[config.mk]
export PLATFORM = sky130hd
export DESIGN_NAME = piecewise_linear_table_interp
export DESIGN_NICKNAME = d
export VERILOG_FILES = /design/src/hw/rtl/plit_pkg.sv /design/src/hw/rtl/piecewise_linear_table_interp.sv /design/src/hw/rtl/plit_table.sv /design/src/hw/rtl/plit_div.sv
export SDC_FILE = /design/constraint.sdc
export NUM_CORES = 2
export LEC_CHECK = 0
export BUFFER_PORTS_ARGS = -buffer_cell sky130_fd_sc_hd__buf_2
export CORE_UTILIZATION = 53
export CTS_CLUSTER_SIZE = 16
export DETAILED_ROUTE_END_ITERATION = 16
export PLACE_DENSITY = 0.69
export SYNTH_ARGS = -nofsm -noshare
export SYNTH_HDL_FRONTEND = slang
export SYNTH_HIERARCHICAL = 1
export SYNTH_SLANG_ARGS = --single-unit
export TNS_END_PERCENT = 50
[constraint.sdc]
create_clock -name clock -period 10.15 [get_ports clock]
set_input_delay 2.03 -clock clock [delete_from_list [all_inputs] [get_ports clock]]
set_output_delay 2.03 -clock clock [all_outputs]
set_load 0.02 [all_outputs]
[src/hw/rtl/plit_pkg.sv]
// plit_pkg: shared types and codes for the piecewise-linear interpolation table
// used by piecewise_linear_table_interp, plit_table and plit_div; no dependencies
`default_nettype none

package plit_pkg;

   localparam int KEY_W   = 16;
   localparam int VAL_W   = 16;
   localparam int CMD_W   = 2;
   localparam int STAT_W  = 2;
   localparam int ENTRY_W = 6;
   localparam int PROD_W  = 32;   // |dv| * |da| fits 16 x 16 bits
   localparam int DEN_W   = 16;
   localparam int QUO_W   = 16;

   localparam logic [CMD_W-1:0] CMD_CLEAR  = 2'd0;
   localparam logic [CMD_W-1:0] CMD_APPEND = 2'd1;
   localparam logic [CMD_W-1:0] CMD_QUERY  = 2'd2;

   localparam logic [STAT_W-1:0] STAT_OK         = 2'd0;
   localparam logic [STAT_W-1:0] STAT_NO_SEGMENT = 2'd1;
   localparam logic [STAT_W-1:0] STAT_NOT_ASCEND = 2'd2;
   localparam logic [STAT_W-1:0] STAT_FULL       = 2'd3;

   typedef struct packed {
      logic        [CMD_W-1:0] cmd;
      logic signed [KEY_W-1:0] point_key;
      logic signed [VAL_W-1:0] point_value;
      logic signed [KEY_W-1:0] query_angle;
   } req_type;

   typedef struct packed {
      logic signed [VAL_W-1:0]   coefficient;
      logic        [STAT_W-1:0]  status;
      logic        [ENTRY_W-1:0] entry_count;
   } rsp_type;

   typedef struct packed {
      logic signed [KEY_W-1:0] key;
      logic signed [VAL_W-1:0] value;
   } entry_type;

endpackage

`default_nettype wire

[src/hw/rtl/piecewise_linear_table_interp.sv]
// piecewise_linear_table_interp: top level, command sequencer, scan and interpolation
// depends on plit_pkg, plit_table and plit_div
`default_nettype none

// usage
//   req channel: drive req_data and raise start; the beat is taken on a rising
//   edge where start is high and busy is low. cmd clear empties the table,
//   cmd append adds a breakpoint at the end (strictly ascending keys only),
//   cmd query interpolates at query_angle.
//   rsp channel: exactly one result beat per request, marked by rsp_valid for
//   one cycle; the receiver has no way to stall and must take it then.
// sequencing
//   clear, append and the unused command: the result is registered in the cycle
//   after the request, busy stays low, so a new request can follow every cycle.
//   query: a sequential scan of the breakpoint memory, one entry per cycle
//   through its single registered read port, then a multiply step and a
//   restoring divider. A hit goes on to the multiply and the divider; a miss
//   ends after the last entry is read; a table below two points answers
//   without a scan and without raising busy.
//   busy is high for the whole scan, multiply and divide.
// reset
//   synchronous, active high; the table empties (point count zero), no result
//   is pending. Memory contents are not cleared and are never used unwritten.

module piecewise_linear_table_interp #(
   parameter int TABLE_DEPTH = 32
) (
   input  wire logic              clock,
   input  wire logic              reset,
   input  wire logic              start,
   output logic                   busy,
   input  wire plit_pkg::req_type req_data,
   output logic                   rsp_valid,
   output plit_pkg::rsp_type      rsp_data
);

   localparam int AW = $clog2(TABLE_DEPTH);
   localparam int CW = $clog2(TABLE_DEPTH + 1);

   // sequencer states
   localparam logic [2:0] S_IDLE  = 3'd0;
   localparam logic [2:0] S_FIRST = 3'd1;   // entry 0 arriving from memory
   localparam logic [2:0] S_SCAN  = 3'd2;   // entry idx arriving, test segment idx-1..idx
   localparam logic [2:0] S_MUL   = 3'd3;   // form |dv| * da and denominator
   localparam logic [2:0] S_LOAD  = 3'd4;   // kick the divider
   localparam logic [2:0] S_DIV   = 3'd5;   // wait for quotient

   logic [2:0]                        state_ff, state_in;
   logic [CW-1:0]                     count_ff, count_in;
   logic signed [plit_pkg::KEY_W-1:0] last_key_ff, last_key_in;
   logic signed [plit_pkg::KEY_W-1:0] angle_ff, angle_in;
   logic [AW-1:0]                     idx_ff, idx_in;
   logic signed [plit_pkg::KEY_W-1:0] k0_ff, k0_in, k1_ff, k1_in;
   logic signed [plit_pkg::VAL_W-1:0] v0_ff, v0_in, v1_ff, v1_in;
   logic [plit_pkg::PROD_W-1:0]       prod_ff, prod_in;
   logic [plit_pkg::DEN_W-1:0]        den_ff, den_in;
   logic                              neg_ff, neg_in;
   logic                              rsp_valid_ff, rsp_valid_in;
   plit_pkg::rsp_type                 rsp_ff, rsp_in;

   // memory and divider hookup
   logic                  wr_en;
   logic [AW-1:0]         wr_addr;
   plit_pkg::entry_type   wr_data;
   logic [AW-1:0]         rd_addr;
   plit_pkg::entry_type   rd_data;
   logic                  div_start;
   logic                  div_done;
   logic [plit_pkg::QUO_W-1:0] div_quo;

   // arithmetic on the held segment
   logic [plit_pkg::VAL_W:0]   dv;
   logic [plit_pkg::VAL_W:0]   dv_mag;
   logic [plit_pkg::KEY_W:0]   da;
   logic [plit_pkg::KEY_W:0]   dk;
   logic [plit_pkg::VAL_W:0]   q_signed;
   logic [plit_pkg::VAL_W:0]   coef_sum;
   logic [CW-1:0]              idx_next;
   logic                       accept;
   logic                       in_segment;

   plit_table #(
      .DEPTH (TABLE_DEPTH),
      .AW    (AW)
   ) u_table (
      .clock   (clock),
      .wr_en   (wr_en),
      .wr_addr (wr_addr),
      .wr_data (wr_data),
      .rd_addr (rd_addr),
      .rd_data (rd_data)
   );

   plit_div u_div (
      .clock    (clock),
      .reset    (reset),
      .start    (div_start),
      .dividend (prod_ff),
      .divisor  (den_ff),
      .done     (div_done),
      .quotient (div_quo)
   );

   assign accept    = start && (state_ff == S_IDLE);
   assign div_start = (state_ff == S_LOAD);

   // signed differences, one bit wider so nothing overflows
   assign dv       = {v1_ff[plit_pkg::VAL_W-1], v1_ff} - {v0_ff[plit_pkg::VAL_W-1], v0_ff};
   assign dv_mag   = dv[plit_pkg::VAL_W] ? (~dv + 1'b1) : dv;
   assign da       = {angle_ff[plit_pkg::KEY_W-1], angle_ff} - {k0_ff[plit_pkg::KEY_W-1], k0_ff};
   assign dk       = {k1_ff[plit_pkg::KEY_W-1], k1_ff} - {k0_ff[plit_pkg::KEY_W-1], k0_ff};
   assign q_signed = neg_ff ? (~{1'b0, div_quo} + 1'b1) : {1'b0, div_quo};
   assign coef_sum = {v0_ff[plit_pkg::VAL_W-1], v0_ff} + q_signed;
   assign idx_next = CW'(idx_ff) + CW'(1);
   assign in_segment = (angle_ff >= k0_ff) && (angle_ff <= rd_data.key);

   always_comb begin
      unique case (state_ff)
         S_FIRST: rd_addr = AW'(1);
         S_SCAN:  rd_addr = idx_ff + 1'b1;
         default: rd_addr = '0;   // entry 0 is prefetched while idle
      endcase
   end

   always_comb begin
      state_in     = state_ff;
      count_in     = count_ff;
      last_key_in  = last_key_ff;
      angle_in     = angle_ff;
      idx_in       = idx_ff;
      k0_in        = k0_ff;
      v0_in        = v0_ff;
      k1_in        = k1_ff;
      v1_in        = v1_ff;
      prod_in      = prod_ff;
      den_in       = den_ff;
      neg_in       = neg_ff;
      rsp_valid_in = 1'b0;
      rsp_in       = rsp_ff;
      wr_en        = 1'b0;
      wr_addr      = count_ff[AW-1:0];
      wr_data.key   = req_data.point_key;
      wr_data.value = req_data.point_value;

      unique case (state_ff)
         S_IDLE: begin
            if (accept) begin
               rsp_in.coefficient = '0;
               rsp_in.status      = plit_pkg::STAT_OK;
               priority if (req_data.cmd == plit_pkg::CMD_CLEAR) begin
                  count_in     = '0;
                  rsp_valid_in = 1'b1;
               end else if (req_data.cmd == plit_pkg::CMD_APPEND) begin
                  rsp_valid_in = 1'b1;
                  priority if (count_ff >= CW'(TABLE_DEPTH)) begin
                     rsp_in.status = plit_pkg::STAT_FULL;
                  end else if ((count_ff != '0) && (req_data.point_key <= last_key_ff)) begin
                     rsp_in.status = plit_pkg::STAT_NOT_ASCEND;
                  end else begin
                     wr_en       = 1'b1;
                     count_in    = count_ff + 1'b1;
                     last_key_in = req_data.point_key;
                  end
               end else if (req_data.cmd == plit_pkg::CMD_QUERY) begin
                  angle_in = req_data.query_angle;
                  if (count_ff < CW'(2)) begin
                     rsp_in.status = plit_pkg::STAT_NO_SEGMENT;
                     rsp_valid_in  = 1'b1;
                  end else begin
                     state_in = S_FIRST;
                  end
               end else begin
                  // unused command: no change, plain ok beat
                  rsp_valid_in = 1'b1;
               end
               rsp_in.entry_count = plit_pkg::ENTRY_W'(count_in);
            end
         end
         S_FIRST: begin
            k0_in    = rd_data.key;
            v0_in    = rd_data.value;
            idx_in   = AW'(1);
            state_in = S_SCAN;
         end
         S_SCAN: begin
            if (in_segment) begin
               k1_in    = rd_data.key;
               v1_in    = rd_data.value;
               state_in = S_MUL;
            end else if (idx_next >= count_ff) begin
               // ran off the end of the table
               rsp_in.coefficient = '0;
               rsp_in.status      = plit_pkg::STAT_NO_SEGMENT;
               rsp_in.entry_count = plit_pkg::ENTRY_W'(count_ff);
               rsp_valid_in       = 1'b1;
               state_in           = S_IDLE;
            end else begin
               k0_in  = rd_data.key;
               v0_in  = rd_data.value;
               idx_in = idx_ff + 1'b1;
            end
         end
         S_MUL: begin
            prod_in  = dv_mag[plit_pkg::VAL_W-1:0] * da[plit_pkg::KEY_W-1:0];
            den_in   = dk[plit_pkg::KEY_W-1:0];
            neg_in   = dv[plit_pkg::VAL_W];
            state_in = S_LOAD;
         end
         S_LOAD: begin
            state_in = S_DIV;
         end
         S_DIV: begin
            if (div_done) begin
               rsp_in.coefficient = coef_sum[plit_pkg::VAL_W-1:0];
               rsp_in.status      = plit_pkg::STAT_OK;
               rsp_in.entry_count = plit_pkg::ENTRY_W'(count_ff);
               rsp_valid_in       = 1'b1;
               state_in           = S_IDLE;
            end
         end
         default: begin
            state_in = S_IDLE;
         end
      endcase
   end

   always_ff @(posedge clock) begin
      if (reset) begin
         state_ff     <= S_IDLE;
         count_ff     <= '0;
         rsp_valid_ff <= 1'b0;
      end else begin
         state_ff     <= state_in;
         count_ff     <= count_in;
         rsp_valid_ff <= rsp_valid_in;
      end
      last_key_ff <= last_key_in;
      angle_ff    <= angle_in;
      idx_ff      <= idx_in;
      k0_ff       <= k0_in;
      v0_ff       <= v0_in;
      k1_ff       <= k1_in;
      v1_ff       <= v1_in;
      prod_ff     <= prod_in;
      den_ff      <= den_in;
      neg_ff      <= neg_in;
      rsp_ff      <= rsp_in;
   end

   assign busy      = (state_ff != S_IDLE);
   assign rsp_valid = rsp_valid_ff;
   assign rsp_data  = rsp_ff;

   // point count never passes the table size
   a_count_bound: assert property (@(posedge clock) disable iff (reset)
      count_ff <= CW'(TABLE_DEPTH))
      else $error("point count beyond table depth");

   // a scan only runs on a table with a segment, and stays inside it
   a_scan_range: assert property (@(posedge clock) disable iff (reset)
      (state_ff == S_SCAN) |-> ((count_ff >= CW'(2)) && (CW'(idx_ff) < count_ff)))
      else $error("scan index outside the filled table");

   // the divider only finishes while the sequencer waits for it
   a_div_done: assert property (@(posedge clock) disable iff (reset)
      div_done |-> (state_ff == S_DIV))
      else $error("divider finished outside the divide step");

   // any beat that is not ok carries a zero coefficient
   a_zero_coef: assert property (@(posedge clock) disable iff (reset)
      (rsp_valid_ff && (rsp_ff.status != plit_pkg::STAT_OK)) |-> (rsp_ff.coefficient == '0))
      else $error("nonzero coefficient on a failing beat");

   // a query that was taken on a table of two or more points raises busy
   a_query_busy: assert property (@(posedge clock) disable iff (reset)
      (accept && (req_data.cmd == plit_pkg::CMD_QUERY) && (count_ff >= CW'(2)))
         |=> busy)
      else $error("query taken without going busy");

endmodule

`default_nettype wire

[src/hw/rtl/plit_table.sv]
// plit_table: breakpoint memory, one write port and one registered read port
// depends on plit_pkg for the entry type
`default_nettype none

module plit_table #(
   parameter int DEPTH = 32,
   parameter int AW    = 5
) (
   input  wire logic                clock,
   input  wire logic                wr_en,
   input  wire logic [AW-1:0]       wr_addr,
   input  wire plit_pkg::entry_type wr_data,
   input  wire logic [AW-1:0]       rd_addr,
   output plit_pkg::entry_type      rd_data
);

   plit_pkg::entry_type mem [DEPTH];
   plit_pkg::entry_type rd_data_ff;

   always_ff @(posedge clock) begin
      if (wr_en) begin
         mem[wr_addr] <= wr_data;
      end
   end

   always_ff @(posedge clock) begin
      rd_data_ff <= mem[rd_addr];
   end

   assign rd_data = rd_data_ff;

endmodule

`default_nettype wire

[src/hw/rtl/plit_div.sv]
// plit_div: restoring divider, one quotient bit per cycle
// depends on plit_pkg for operand widths
`default_nettype none

module plit_div (
   input  wire logic                          clock,
   input  wire logic                          reset,
   input  wire logic                          start,
   input  wire logic [plit_pkg::PROD_W-1:0]   dividend,
   input  wire logic [plit_pkg::DEN_W-1:0]    divisor,
   output logic                               done,
   output logic [plit_pkg::QUO_W-1:0]         quotient
);

   localparam int CNT_W = $clog2(plit_pkg::PROD_W);

   logic                         run_ff, run_in;
   logic                         done_ff, done_in;
   logic [CNT_W-1:0]             cnt_ff, cnt_in;
   logic [plit_pkg::PROD_W-1:0]  dvd_ff, dvd_in;   // dividend shifts out, quotient in
   logic [plit_pkg::DEN_W-1:0]   rem_ff, rem_in;
   logic [plit_pkg::DEN_W-1:0]   dsr_ff, dsr_in;
   logic [plit_pkg::DEN_W:0]     rem_shift;
   logic [plit_pkg::DEN_W:0]     rem_sub;

   always_comb begin
      rem_shift = {rem_ff, dvd_ff[plit_pkg::PROD_W-1]};
      rem_sub   = rem_shift - {1'b0, dsr_ff};
      run_in    = run_ff;
      done_in   = 1'b0;
      cnt_in    = cnt_ff;
      dvd_in    = dvd_ff;
      rem_in    = rem_ff;
      dsr_in    = dsr_ff;
      if (start) begin
         run_in = 1'b1;
         cnt_in = CNT_W'(plit_pkg::PROD_W - 1);
         dvd_in = dividend;
         rem_in = '0;
         dsr_in = divisor;
      end else if (run_ff) begin
         if (!rem_sub[plit_pkg::DEN_W]) begin
            rem_in = rem_sub[plit_pkg::DEN_W-1:0];
            dvd_in = {dvd_ff[plit_pkg::PROD_W-2:0], 1'b1};
         end else begin
            rem_in = rem_shift[plit_pkg::DEN_W-1:0];
            dvd_in = {dvd_ff[plit_pkg::PROD_W-2:0], 1'b0};
         end
         cnt_in = cnt_ff - 1'b1;
         if (cnt_ff == '0) begin
            run_in  = 1'b0;
            done_in = 1'b1;
         end
      end
   end

   always_ff @(posedge clock) begin
      if (reset) begin
         run_ff  <= 1'b0;
         done_ff <= 1'b0;
      end else begin
         run_ff  <= run_in;
         done_ff <= done_in;
      end
      cnt_ff <= cnt_in;
      dvd_ff <= dvd_in;
      rem_ff <= rem_in;
      dsr_ff <= dsr_in;
   end

   assign done     = done_ff;
   assign quotient = dvd_ff[plit_pkg::QUO_W-1:0];

endmodule

`default_nettype wire

## Word level (Yosys, flattened, before mapping)

Memory sizes are Yosys's and may differ from the RTL's. A register that Yosys moved wholly into a read port is not among the register bits.
Cells that the tools add are included.

- Add/sub/neg operators: 11
- $mul: 1
- Order comparisons: 6
- Equal/unequal tests: 17
- Mux-type cells: 61
- Bitwise logic cells: 7
- Reductions and logical operators: 19

Operators with widths:

| kind | number |
|---|---|
| $mux 16 | 7 |
| $mux 24 | 4 |
| $pmux 24 s3 | 1 |
| $mux 32 | 2 |
| $pmux 16 s2 | 2 |
| $add 16x1->16 const B | 2 |
| $le 16x16->1 | 2 |
| $mul 16x16->32 | 1 |
| $not 16->16 | 2 |
| $sub 16x16->16 | 2 |
| $mux 3 | 8 |
| $mux 6 | 4 |
| $mux 1 | 23 |
| $pmux 5 s2 | 2 |
| $pmux 3 s6 | 1 |
| $sub 16x16->17 | 1 |
| $sub 17x16->17 | 1 |
| $add 16x16->16 | 1 |
| $ge 16x16->1 | 1 |
| $ne 2x2->1 const B | 7 |
| $mux 5 | 2 |
| $reduce_and 5->1 | 2 |
| $mux 2 | 4 |
| $reduce_and 7->1 | 1 |
| other kinds (27) | 39 |

- Flip-flop bits (word level): 255
- RAM bits: 1024
- Bits of input ports: 53
- Output and inout bits: 26
- Memories: 1

Memories:

| memory | depth | width | read ports | clocked after Yosys merged registers in | write ports | line | source |
|---|---|---|---|---|---|---|---|
| u_table.mem | 32 | 32 | 1 | 1 | 1 | plit_table.sv:17 | `plit_pkg::entry_type mem [DEPTH];` |

## Longest topological paths before layout

- Depth in word-level cells: 10
- Gate-level depth with buffers: 37

## Hierarchy

The synthesis kept the hierarchy.

By module, submodules not included:

| module | times used | cells an instance | area an instance (um2) | sequential area each (um2) |
|---|---|---|---|---|
| plit_table | 1 | 2260 | 40492.6 | 31390.1 |
| piecewise_linear_table_interp | 1 | 1941 | 19220.9 | 5425.2 |
| plit_div | 1 | 336 | 3746.1 | 1901.8 |

## Worst setup path before layout

No wires, ideal clock.

- Path kind: reg2reg
- From: register v0_ff[0] (netlist name)
- To: register prod_ff[30] (netlist name), data pin
- Setup time: 265 ps
- Arrival time: 7761 ps
- Data required time: 9885 ps
- Path slack: 2124 ps
- Cell stages (with the launch flop): 35
- Path buffers: 3
- Period minus slack after synthesis: 8026 ps
- Cell sequence: edfxtp_1 ha_1 fa_1 nor2b_4 o2111ai_2 nand3_1 a21oi_2 o31ai_1 a31o_1 buf_2 buf_6 nor2_2 xnor2_1 nor2_1 fa_1 inv_1 fa_1 fa_1 fa_1 inv_1 fa_1 inv_1 fa_1 inv_1 ha_1 clkbuf_1 o21a_1 o21bai_1 a21boi_0 o21ai_0 a22oi_1 a41oi_1 o21bai_1 o21ai_0 xor2_1

- Cells in the longest elaborated chain, start to end: 5

RTL lines:

| item | line | source |
|---|---|---|
| start, declared | piecewise_linear_table_interp.sv:54 | `logic signed [plit_pkg::VAL_W-1:0] v0_ff, v0_in, v1_ff, v1_in;` |
| start signal, assigned | piecewise_linear_table_interp.sv:241 | `v0_ff <= v0_in;` |
| $sub 16x16->17 * | piecewise_linear_table_interp.sv:108 | `assign dv = {v1_ff[plit_pkg::VAL_W-1], v1_ff} - {v0_ff[plit_pkg::VAL_W-1], v0_ff};` |
| $not 16->16 | piecewise_linear_table_interp.sv:109 | `assign dv_mag = dv[plit_pkg::VAL_W] ? (~dv + 1'b1) : dv;` |
| $add 16x1->16 | piecewise_linear_table_interp.sv:109 |  |
| $mux 16 * | piecewise_linear_table_interp.sv:109 |  |
| $mul 16x16->32 * | piecewise_linear_table_interp.sv:204 | `prod_in = dv_mag[plit_pkg::VAL_W-1:0] * da[plit_pkg::KEY_W-1:0];` |
| end signal, assigned | piecewise_linear_table_interp.sv:244 | `prod_ff <= prod_in;` |
| end, declared | piecewise_linear_table_interp.sv:55 | `logic [plit_pkg::PROD_W-1:0] prod_ff, prod_in;` |

Mark *: on every way between the ends. The rest lies on a longest branch, timed or not.
A chain may end at the register's enable or synchronous reset.

## Final worst setup path

- From: register v0_ff[0] (netlist name)
- To: register prod_ff[29] (netlist name), data pin

Same word-level chain as after synthesis.

==> results.txt <==
The delay of the slowest critical-path stage came out at 0.65 ns. The library cells used most frequently in the layout, excluding fill and tap cells, are edfxtp_1 (1246), mux2i_1 (515), inv_1 (360). The total overflow left after global routing is 0. The met2 layer usage reported by global route is 41.0%. The worst register-to-register path ends at prod_ff[29]. Global routing consumed, over all layers together, 24.9% of the routing resources. STA classifies the critical path startpoint as a register. The worst supply voltage drop on vdd came out at 0.198 mV. The fmax is 109 MHz. The portion of synthesized area spent on multiplexers is roughly 8.7%. The average size of a mapped cell is 14.0 um2. For this configuration, the core starts out at a cell density of ~54%. The floorplan step set the die width to 348 um. The global routing met1 resource utilization is about 33%. The number of cells on the worst reg-to-reg path came out at 30. The total vias in the final route came out at 36800. The critical path is of the reg -> reg type. Summing the areas of all and, or, nand and nor instances in the mapped netlist gives 6.87% of the synthesized area.

The number of global-route vias before repair was 36400. The number of setup buffers added after CTS is 0. After layout, the worst path uses between 90% and 100% of the clock period.

The clock network latency to the later pin of the worst-skew pair came out at 0.75 ns. Dividing total power by cell area gives a power density of 189 nW/um2. The share of flip-flops with an asynchronous set or reset after synthesis came out at 0%. The worst setup path is captured at a register.

The number of synthesized flops with an enable pin came out at between 1000 and 1500. Counting both buffers and inverters, the worst setup path holds a total of 4. Leaving out fill and tap cells, the most frequent cell in the layout is edfxtp_1.

The number of stages on the worst hold path came out at 0. The total number of clock tree sinks is 1311. The floorplan step defined a die boundary enclosing 121000 um2. After detailed routing, the number of remaining DRC violations is 0. Data arrives at the worst endpoint at 9.62 ns.

The row count is 126. The quantity of gates resized following cts is 0. The net count of the mapped netlist is 5015. In this run the tool buffered the top-level ports with 78 buffer cells.

The flop-to-flop setup slack is 1.01 ns. The clock transition at the registers of the reported paths is 0.06 ns. The die height is 348 um. The fraction of final layout cells sized beyond drive strength 1 came out at 10.3%. The final critical path time including I/O delays and setup came out at 9.14 ns. Cells fill about 59% of the core in the end.

The total number of H-tree levels is 4. The routability congestion estimate from global placement is about 0.96. The worst relative slew slack is 21.5%. The number of buffers added to fix hold violations after cts came out at 0. The number of failing hold endpoints at the final stage was 0. The total clock buffers created by CTS is 137. The HPWL after detailed placement came out at between 90000 and 100000 um. The compound-cell area share of the yosys netlist came out at under 10%.

The area growth from synthesis to layout came out at 10.4%. Dividing the detail-routed via count by the number of cells gives between 5 and 6. The post-layout instance area is 70100 um2. The final count of negative-setup-slack endpoints is 0. The count of pins over their slew limit came out at 0. In this run the clock root is driven by a clkbuf_16. Summing every instance area after synthesis gives 63500 um2. The cell count after synthesis came out at between 4000 and 5000.

The largest net degree at the start of global routing came out at 129. The worst register-to-register path begins at v0_ff[0]. The count of unique library cells instantiated by Yosys is slightly above 90.

The launch point of the worst hold path is den_ff[0]. The path with the worst hold slack has its endpoint at u_div/dsr_ff[0]. The xor-xnor portion of the synthesized cell area came out at 1.94%. At the worst endpoint, the required time is 10.62 ns. After synthesis, the largest family of logic cells by area is adder cells. In this run the worst hold path is classified as reg -> reg. The post-synthesis register bit count came out at between 1000 and 1500. The net count reported at finish came out at 5134.

The final setup TNS is 0 ns. The adder-cell share of the synthesized area is a little over a tenth. The clock passes through at most 3 buffers.

By area the synthesized netlist is led by edfxtp_1 (59%), mux2i_1 (8.1%), fa_1 (6.3%). The routed wire length is 150000 um. The number of search-and-repair iterations in the first detailed-routing pass came out at 5. TritonCTS built the clock tree. Between clock sinks in the finished design, the worst skew comes to ~0.028 ns. The cell occurring most often along the worst timing path is fa_1.

The number of antenna violations at the first check in global routing was 10. For the pin with the worst max-slew slack, the measured transition is 1.17 ns. The global-route wire length before repair is 223000 um. The met3 track utilization from global routing is just under 6%. The placed instance area is 65800 um2. The count of synthesis-stage warnings from yosys came out at 6.

The cell family contributing the most delay on the critical path is adder cells. The most area-hungry cell type in the Yosys netlist is edfxtp_1. The run finished with clean final reports. Among all stages on the critical path, the largest delay is contributed by xnor2_1.

The number of max-cap violations came out at 0. The average routed wire per standard cell is 23.5 um. The leakage power is 24.6 nW.

met2 is the most crowded layer. Summing the sequential cell areas from Yosys gives 61.0% of the chip area. In this run the remaining antenna-violating nets after routing total 0. During I/O placement, the number of pins put on the boundary was 79. Along the worst path, the maximum fanout reaches 18. The synthesized design devotes to its leading area cell type between 50% and 60% of total area. The first routing iteration left 3141 violations.

The most used flip-flop cell after synthesis is edfxtp_1. Setup repair after global routing left no endpoint under its margin. The floorplan core area is 118000 um2.
-- worst max path at each step --
stage / start / slack, ns / cells after the start / to
after floorplan: v0_ff[0] / 2.12 / 34 / prod_ff[30]
after global placement: v0_ff[0] / 1.20 / 30 / prod_ff[30]
after detailed placement: v0_ff[0] / 0.98 / 31 / prod_ff[30]
after CTS: v0_ff[0] / 0.96 / 31 / prod_ff[30]
after global routing: v0_ff[0] / 0.37 / 30 / prod_ff[29]
final: v0_ff[0] / 1.01 / 30 / prod_ff[29]
-- registers in the layout, indices dropped and copies added, names as in the netlist, 6 cells and up --
| name | cells |
|---|---|
| angle_ff | 16 |
| count_ff | 6 |
| den_ff | 16 |
| k0_ff | 16 |
| k1_ff | 16 |
| last_key_ff | 16 |
| prod_ff | 32 |
| rsp_data | 24 |
| u_div/dsr_ff | 16 |
| u_div/dvd_ff | 32 |
| u_div/rem_ff | 16 |
| u_table/mem | 1024 |
| u_table/rd_data | 32 |
| v0_ff | 16 |
| v1_ff | 16 |
-- layout make-up --
class / count / area (um2)
Antenna cell: 4 / 10.0
Clock buffer: 185 / 3700
Clock inverter: 61 / 576
Fill cell: 9142 / 48300
Inverter: 360 / 1350
Multi-Input combinational cell: 2679 / 22600
Sequential cell: 1311 / 38700
Tap cell: 1600 / 2000
Timing Repair Buffer: 167 / 1110
-- logic make-up after synthesis --
family	after synthesis
AO/OA/AOI/OAI	640
XOR/XNOR	136
adder cells (fa/ha/maj)	425
buffers and inverters	547
flip-flops	1311
multiplexers	546
AND/OR/NAND/NOR	932
-- per-stage QoR --
step | power (mW) | cells | hold WS (ns) | worst slack (ns)
after floorplan | 7.99 | 4537 | 0.400 | 2.12
after global placement | 8.55 | 6117 | 0.400 | 1.20
after detailed placement | 8.59 | 6117 | 0.405 | 0.980
after CTS | 13.4 | 6363 | 0.404 | 0.963
after global routing | 13.9 | 6364 | 0.413 | 0.366
final | 13.3 | 6367 | 0.404 | 1.01
-- synthesized netlist by cell type, types with 9 or more instances --
library cell     n
o21ai_0         53
dfxtp_1         65
nand2_1        304
o21bai_1        12
nand4_1         18
buf_2           38
a31oi_1         42
nor2_1         216
buf_4           51
and3_1          15
nor2b_1         31
a21o_1          47
or2_2           16
o21a_1          18
xnor2_1         83
nor3_1          76
and2_1          30
buf_6           18
ha_1           226
a21oi_1        190
a22oi_1         98
fa_1           199
a21boi_0        10
nand3_1        131
xor2_1          48
o31ai_1         12
inv_1          360
a22o_1          66
mux2_2          31
mux2i_1        515
clkbuf_1        69
or3_1            9
nand2b_1        43
edfxtp_1      1246
-- power by group --
| part | internal (mW) | leakage [nW] | switching (mW) | total, mW |
|---|---|---|---|---|
| Sequential | 6.06 | 11.8 | 0.0312 | 6.09 |
| Combinational | 1.01 | 10.7 | 1.38 | 2.39 |
| Clock | 2.73 | 2.08 | 2.05 | 4.78 |
-- routing by layer --
layer	vias to the layer above	share of wire, %
met2	1175	48
met1	18500	41
met5	-	0.0067
met4	2	3.0
li1	16900	-
met3	287	7.7
No activity file was read; power rests on OpenSTA's default activity.
